[src/rtl/core/ptoc_pkg.sv]
// ----------------------------------------------------------------------------
// Periodic task overlap check: shared package
// Operation codes that the sequencer broadcasts to the row of queue cells.
// ----------------------------------------------------------------------------
package ptoc_pkg;

   // Operation applied together by every cell of the sorted task row.
   typedef enum logic [2:0] {
      CELL_HOLD,
      CELL_INSERT,
      CELL_REPLACE,
      CELL_POP,
      CELL_CLEAR
   } cell_op_type;

endpackage

[src/rtl/core/ptoc_cell.sv]
// ----------------------------------------------------------------------------
// Periodic task overlap check: queue cell
// One slot of the sorted task row. It holds one task and trades it with its
// neighbors so that the row stays sorted on insert, pop and head replacement.
// ----------------------------------------------------------------------------
module ptoc_cell
   import ptoc_pkg::*;
#(
   parameter int ENTRY_W = 98
) (
   input  logic               clock,
   input  logic               reset,
   input  cell_op_type        cell_op,
   input  logic [ENTRY_W-1:0] new_entry,
   input  logic [ENTRY_W-1:0] prev_entry,
   input  logic               prev_valid,
   input  logic               prev_lt,
   input  logic [ENTRY_W-1:0] next_entry,
   input  logic               next_valid,
   input  logic               next_lt,
   output logic [ENTRY_W-1:0] entry_ff,
   output logic               valid_ff,
   output logic               lt
);

   logic [ENTRY_W-1:0] entry_in;
   logic               valid_in;

   // An empty slot ranks after every task.
   assign lt = !valid_ff || (new_entry < entry_ff);

   always_comb begin
      entry_in = entry_ff;
      valid_in = valid_ff;
      case (cell_op)
         CELL_INSERT: begin
            if (prev_lt) begin
               entry_in = prev_entry;
               valid_in = prev_valid;
            end else if (lt) begin
               entry_in = new_entry;
               valid_in = 1'b1;
            end
         end
         CELL_REPLACE: begin
            // The head leaves and the new task drops into its sorted slot.
            if (!lt) begin
               if (next_lt) begin
                  entry_in = new_entry;
                  valid_in = 1'b1;
               end else begin
                  entry_in = next_entry;
                  valid_in = next_valid;
               end
            end
         end
         CELL_POP: begin
            entry_in = next_entry;
            valid_in = next_valid;
         end
         CELL_CLEAR: begin
            valid_in = 1'b0;
         end
         default: begin
            entry_in = entry_ff;
            valid_in = valid_ff;
         end
      endcase
   end

   always_ff @(posedge clock) begin
      entry_ff <= entry_in;
      if (reset) begin
         valid_ff <= 1'b0;
      end else begin
         valid_ff <= valid_in;
      end
   end

endmodule

[config.mk]
export PLATFORM = sky130hd
export DESIGN_NAME = ptoc_cell
export DESIGN_NICKNAME = d
export VERILOG_FILES = /design/src/rtl/core/ptoc_pkg.sv /design/src/rtl/core/ptoc_cell.sv
export SDC_FILE = /design/constraint.sdc
export NUM_CORES = 1
export LEC_CHECK = 0
export ABC_CLOCK_PERIOD_IN_PS = 8500
export BUFFER_PORTS_ARGS = -buffer_cell sky130_fd_sc_hd__buf_4
export CAP_MARGIN = 0
export CORE_AREA = 2 2 157 159
export DETAILED_ROUTE_END_ITERATION = 6
export DIE_AREA = 0 0 159 161
export GPL_TIMING_DRIVEN = 1
export SYNTH_ARGS = -nofsm -noshare
export SYNTH_HDL_FRONTEND = slang
export SYNTH_SLANG_ARGS = --single-unit
[constraint.sdc]
create_clock -name clock -period 8.5 [get_ports clock]
set_clock_uncertainty 0.1 [all_clocks]
set_input_delay 0.425 -clock clock [delete_from_list [all_inputs] [get_ports clock]]
set_output_delay 0.425 -clock clock [all_outputs]
set_load 0.03 [all_outputs]
==> flow_summary.toml, run 1 <==
[clocking]
clkSinkCount = 99
root_buffer = "clkbuf_16"
ctsResizeCount = 0
hold_buffers = 0
cts_buffers = 9
cts_max_path_buffers = 2
cts_tree = "built"
cts_setup_buffers = 0
clkTransAtPathRegs_ns = 0.08
clk_latency_ns = 0.35
htreeDepth = 3

[logic_synthesis]
synth-seq-cells = 99
yosys.area.top_type_share_pct = 41.8
syn_inst = 782
avgSynthCellArea_um2 = 9.00
synth_area_leaders = "edfxtp_1 (42%), ha_1 (17%), nor2_1 (6.4%)"
syn_nets = 1182
async_flop_share_pct = 0
netlist_area_um2 = 7040
synth_edf_count = 98
ys_types = 46
yosys.area.top_type = "edfxtp_1"
ys_seq_area_share_pct = 42.1
yosysWarnings = 0
ys.flop_type = "edfxtp_1"

[grt]
grt-ovfl-total = 0
grt_max_degree = 58
top_usage_layer = "met2"
met3_usage_pct = 4.39
grt_pass1_wl_um = 42000
antenna_found_initial = 0
use_met2_pct = 37.2
grt.total_usage_pct = 21.2
use_met1_pct = 26.6
grt_pass1_vias = 7409

[timing]
finalSetupViolations = 0
finalCritPeriodShare_pct = 45.1
slew_headroom_pct = 44.1
hold_slack_ns = 0.254
fin_crit_ns = 3.84
rsz0062_at_grt = "no"
maxSlewViolCount = 0
tns_ns = 0
worst_slack_ns = 4.66
hold_violations = 0
max_freq_mhz = 261
tightest_slew_ns = 0.839

[critical_path]
critPathSlowestCell = "buf_4"
critPathBufInv = 2
cp-start-kind = "flop"
worstPathMaxFanout = 57
worstSetupPathType = "flop to flop"
worstPathCellList = "inv_1 > ha_1 > a21oi_1 > o21ai_1 > a221oi_1 > nor3b_1 > o41ai_1 > nand3_2 > o21bai_1 > o2bb2ai_4 > buf_4"
worstPathArrival_ns = 3.70
worstPathRequired_ns = 8.37
cp-end-kind = "flop"
worst_path_largest_cell_delay_ns = 0.64
critPathTopFamily = "compound AO/OA/AOI/OAI gates"

[route]
wl_um = 27400
wl_per_cell_um = 18.2
drt_first_pass_iters = 5
vias_per_cell = 4.76
drc = 0
ant_nets = 0
via_count = 7156
drtIter0Drc = 389

[floorplan]
row_count = 57
dieWidth_um = 159
io_pins = 403
initial_core_util_pct = 29.4
core_area_um2 = 24000
fp.dieArea_um2 = 25600
die_h_um = 161

[power_and_ir_drop]
p_leak_uw = 0.00533
combPwrFrac_pct = 31.0
seqPwrFrac_pct = 40.5
ir_drop_uv = 103
power_switching_uw = 463
p_per_area_nw_per_um2 = 138
p_clk_share_pct = 28.6
switching_share_pct = 31.2
p_int_uw = 1020

[layout]
nets = 1574
layout_common_cells = "buf_4 (410), nor2_1 (119), nand2_1 (107)"
areaGrowthSynthToFinish_pct = 52.7
layout-drive-gt1-share_pct = 37.3
final_common_cell = "buf_4"

[placement]
hpwl_um = 21700
pre_cts_ws_ns = 4.57
place.gp.congestion = 0.793
io_buffer_count = 402

[worst_hold_path]
min_path_type = "primary input to flop"

[run]
maxCapViolations = 0

[outcome]
status = "finished clean"
-- cells in the mapped netlist (6+ instances only) --
library cell,count
clkbuf_1,19
a21o_1,14
nor2_1,120
buf_1,6
inv_1,98
nand2_1,109
o22ai_1,54
edfxtp_1,98
a22oi_1,45
a21oi_1,38
nand3_1,7
nand4_1,15
o21ai_0,12
ha_1,97
-- logic make-up (layout without fill, tap and decap cells) --
logic type / count (synthesis) / after routing / synth area share [%]
other: 0 / 1 / 0
buffers and inverters: 127 / 524 / 6.84
flip-flops: 99 / 99 / 42.1
AO/OA/AOI/OAI: 187 / 187 / 17.5
AND/OR/NAND/NOR: 272 / 272 / 16.3
adder cells (fa/ha/maj): 97 / 97 / 17.2
-- worst paths after layout --
path	end	cells after the start	slack (ns)	start
max	entry_ff[0]	11	4.66	entry_ff[75]
min	entry_ff[84]	3	0.25	new_entry[84]
max reg2reg	entry_ff[0]	11	4.66	entry_ff[75]
min reg2reg	valid_ff	3	0.66	valid_ff
-- routing by layer --
layer / vias to the layer above / share of wire (%)
met2: 279 / 50
met5: - / 0
met1: 3268 / 43
met4: 0 / 1.6
met3: 23 / 6.2
li1: 3586 / -
-- final cells by class --
class / count / area, µm²
Antenna cell: 1 / 2.50
Clock buffer: 10 / 229
Clock inverter: 6 / 65.1
Fill cell: 2384 / 13200
Inverter: 98 / 368
Multi-Input combinational cell: 556 / 3640
Sequential cell: 99 / 2960
Tap cell: 324 / 405
Timing Repair Buffer: 410 / 3080
-- metrics by stage --
stage                     cell area [µm²]  util [%]  power [µW]  std cells
after floorplan                      7040         -         843        782
after global placement              10500      43.6        1070       1487
after detailed placement            10500      43.6        1080       1487
after CTS                           10800      44.9        1500       1503
after global routing                10800      44.9        1570       1503
final                               10800      44.9        1480       1504
-- worst min-delay path: stages --
cell,delay (ns)
buf_4,0.09
nand2_1,0.04
nand2_1,0.05
-- sequential cells by signal, indices dropped and copies added, names as in the netlist --
signal and flops:
entry_ff 98, valid_ff 1
-- power by group through the flow --
stage               sequential (µW)  clock [µW]  combinational (µW)
finish                          601         424                 459
global placement                611           0                 458
detailed placement              612           0                 463
floorplan                       672           0                 171
CTS                             601         438                 465
global route                    605         457                 509
Power figures use the tool's default switching activity.
==> inputs of run 2 (changes only) <==
--- a/config.mk
+++ b/config.mk
@@ -5,12 +5,12 @@
 export SDC_FILE = /design/constraint.sdc
 export NUM_CORES = 1
 export LEC_CHECK = 0
-export ABC_CLOCK_PERIOD_IN_PS = 8500
+export ABC_CLOCK_PERIOD_IN_PS = 3400
 export BUFFER_PORTS_ARGS = -buffer_cell sky130_fd_sc_hd__buf_4
 export CAP_MARGIN = 0
-export CORE_AREA = 2 2 157 159
+export CORE_AREA = 2 2 155 157
 export DETAILED_ROUTE_END_ITERATION = 6
-export DIE_AREA = 0 0 159 161
+export DIE_AREA = 0 0 157 159
 export GPL_TIMING_DRIVEN = 1
 export SYNTH_ARGS = -nofsm -noshare
 export SYNTH_HDL_FRONTEND = slang
==> constraint.sdc (replaced) <==
create_clock -name clock -period 3.4 [get_ports clock]
set_clock_uncertainty 0.1 [all_clocks]
set_input_delay 0.17 -clock clock [delete_from_list [all_inputs] [get_ports clock]]
set_output_delay 0.17 -clock clock [all_outputs]
set_load 0.03 [all_outputs]
==> run 2 against run 1 <==
Effect of this change:
- flip-flop and latch count is the same
- routed wire length shrank 0.87%
- combinational power grew to 2.7 times the previous value
- die area shrank 2.5%
- power grew to 2.6 times the previous value
- sequential power grew 150%
- setup slack lost 4.5 ns
==> flow_summary.toml, run 2 (synthesized netlist as in run 1, its figures left out) <==
[outcome]
status = "finished clean"

[timing]
tightest_slew_ns = 1.12
fin_crit_ns = 3.24
finalCritPeriodShare_pct = 95.2
slew_headroom_pct = 25.4
max_freq_mhz = 309
maxSlewViolCount = 0
rsz0062_at_grt = "no"
tns_ns = 0
hold_violations = 0
worst_slack_ns = 0.164
finalSetupViolations = 0

[placement]
pre_cts_ws_ns = 0.194
place.gp.congestion = 0.836
io_buffer_count = 402
hpwl_um = 21800
post-place-cells = 1485

[power_and_ir_drop]
p_per_area_nw_per_um2 = 338
p_leak_uw = 0.00560
ir_drop_uv = 255

[floorplan]
core_area_um2 = 23200
dieWidth_um = 157
row_count = 56
io_pins = 403
initial_core_util_pct = 30.4
die_h_um = 159
fp.dieArea_um2 = 25000

[critical_path]
cp-start-kind = "primary input"
worstPathArrival_ns = 3.18
worstPathMaxFanout = 30
cp-end-kind = "flop"
worstPathRequired_ns = 3.34
worstSetupPathType = "primary input to flop"

[clocking]
clkTransAtPathRegs_ns = 0.07
htreeDepth = 3
cts_max_path_buffers = 2
cts_tree = "built"
cts_setup_buffers = 0
cts_buffers = 9
root_buffer = "clkbuf_16"
clkSinkCount = 99
clk_latency_ns = 0.35

[route]
wl_um = 27100
drt_first_pass_iters = 5
via_count = 7323
drc = 0
ant_nets = 0
wl_per_cell_um = 17.5
drtIter0Drc = 302
vias_per_cell = 4.72

[layout]
top_register = "entry_ff"
layout-drive-gt1-share_pct = 36.4
top_regs = "entry_ff: 98 flops, valid_ff: 1 flops"
largest_reg_flops = 98
final_cells = 1550
antennaDiodeCount = 0
seq_area_um2 = 2960
final_common_cell = "buf_4"
nets = 1626
nFillCells = 2242
layout_common_cells = "buf_4 (406), nor2_1 (119), nand2_1 (107)"
multi_input_area_um2 = 3670
areaGrowthSynthToFinish_pct = 61.9

[grt]
grt-ovfl-total = 0
grt_pass1_wl_um = 40700
grt_pass1_vias = 7538
antenna_found_initial = 0
grt_max_degree = 55
grt.total_usage_pct = 21.2

[worst_hold_path]
min_path_type = "primary input to flop"

[run]
maxCapViolations = 0
-- run 2: power breakdown --
group / internal, µW / switching [µW]
Clock: 645 / 482
Combinational: 589 / 644
Sequential: 1450 / 41.9
Total: 2690 / 1170
-- run 2: worst max-delay path: stages --
cell	delay, ns
dlygate4sd3_1	0.55
buf_4	0.14
ha_1	0.32
a21oi_1	0.14
o21ai_0	0.11
a22o_1	0.28
o41ai_1	0.38
buf_4	0.18
nand3_2	0.09
o21bai_1	0.24
o2bb2ai_4	0.29
buf_12	0.26
-- run 2: metrics by stage --
| step | utilization (%) | cell area, µm² | total power (µW) | hold slack [ns] |
|---|---|---|---|---|
| global route | 49.1 | 11400 | 4060 | 0.0155 |
| floorplan | - | 7090 | 2100 | 0.240 |
| detailed placement | 45.7 | 10600 | 2710 | 0.352 |
| global placement | 45.7 | 10600 | 2690 | 0.349 |
| finish | 49.1 | 11400 | 3860 | 0.00777 |
| CTS | 49.1 | 11400 | 3900 | 0.00147 |
-- run 2: worst paths after layout --
kind / startpoint / to / slack [ns] / depth (start not counted)
hold reg to reg: valid_ff / entry_ff[68] / 1.08 / 4
hold / removal: new_entry[17] / entry_ff[17] / 0.008 / 3
setup reg to reg: entry_ff[16] / entry_ff[36] / 0.27 / 10
setup / recovery: new_entry[89] / entry_ff[36] / 0.16 / 12
-- run 2: repair_timing --
| action | in CTS | in global routing |
|---|---|---|
| hold buffers | 49 | 0 |
| gates resized for setup | 0 | 0 |
| endpoints found under the hold margin | 35 | 0 |
-- run 2: final cells by class --
| cell class | instances | share of cell area, % |
|---|---|---|
| multi-input cells | 556 | 32.2 |
| repair buffers | 462 | 32.3 |
| clock inverters | 7 | 0.812 |
| clock buffers | 9 | 1.98 |
| well taps | 319 | 3.50 |
| flip-flops and latches | 99 | 26.0 |
| inverters | 98 | 3.23 |
-- run 2: layer usage --
metal  track usage [%]  routed length (µm)
met4              5.17                 409
met5                 0                   0
met3              3.92                1800
met2              38.7               13800
met1              25.6               11100
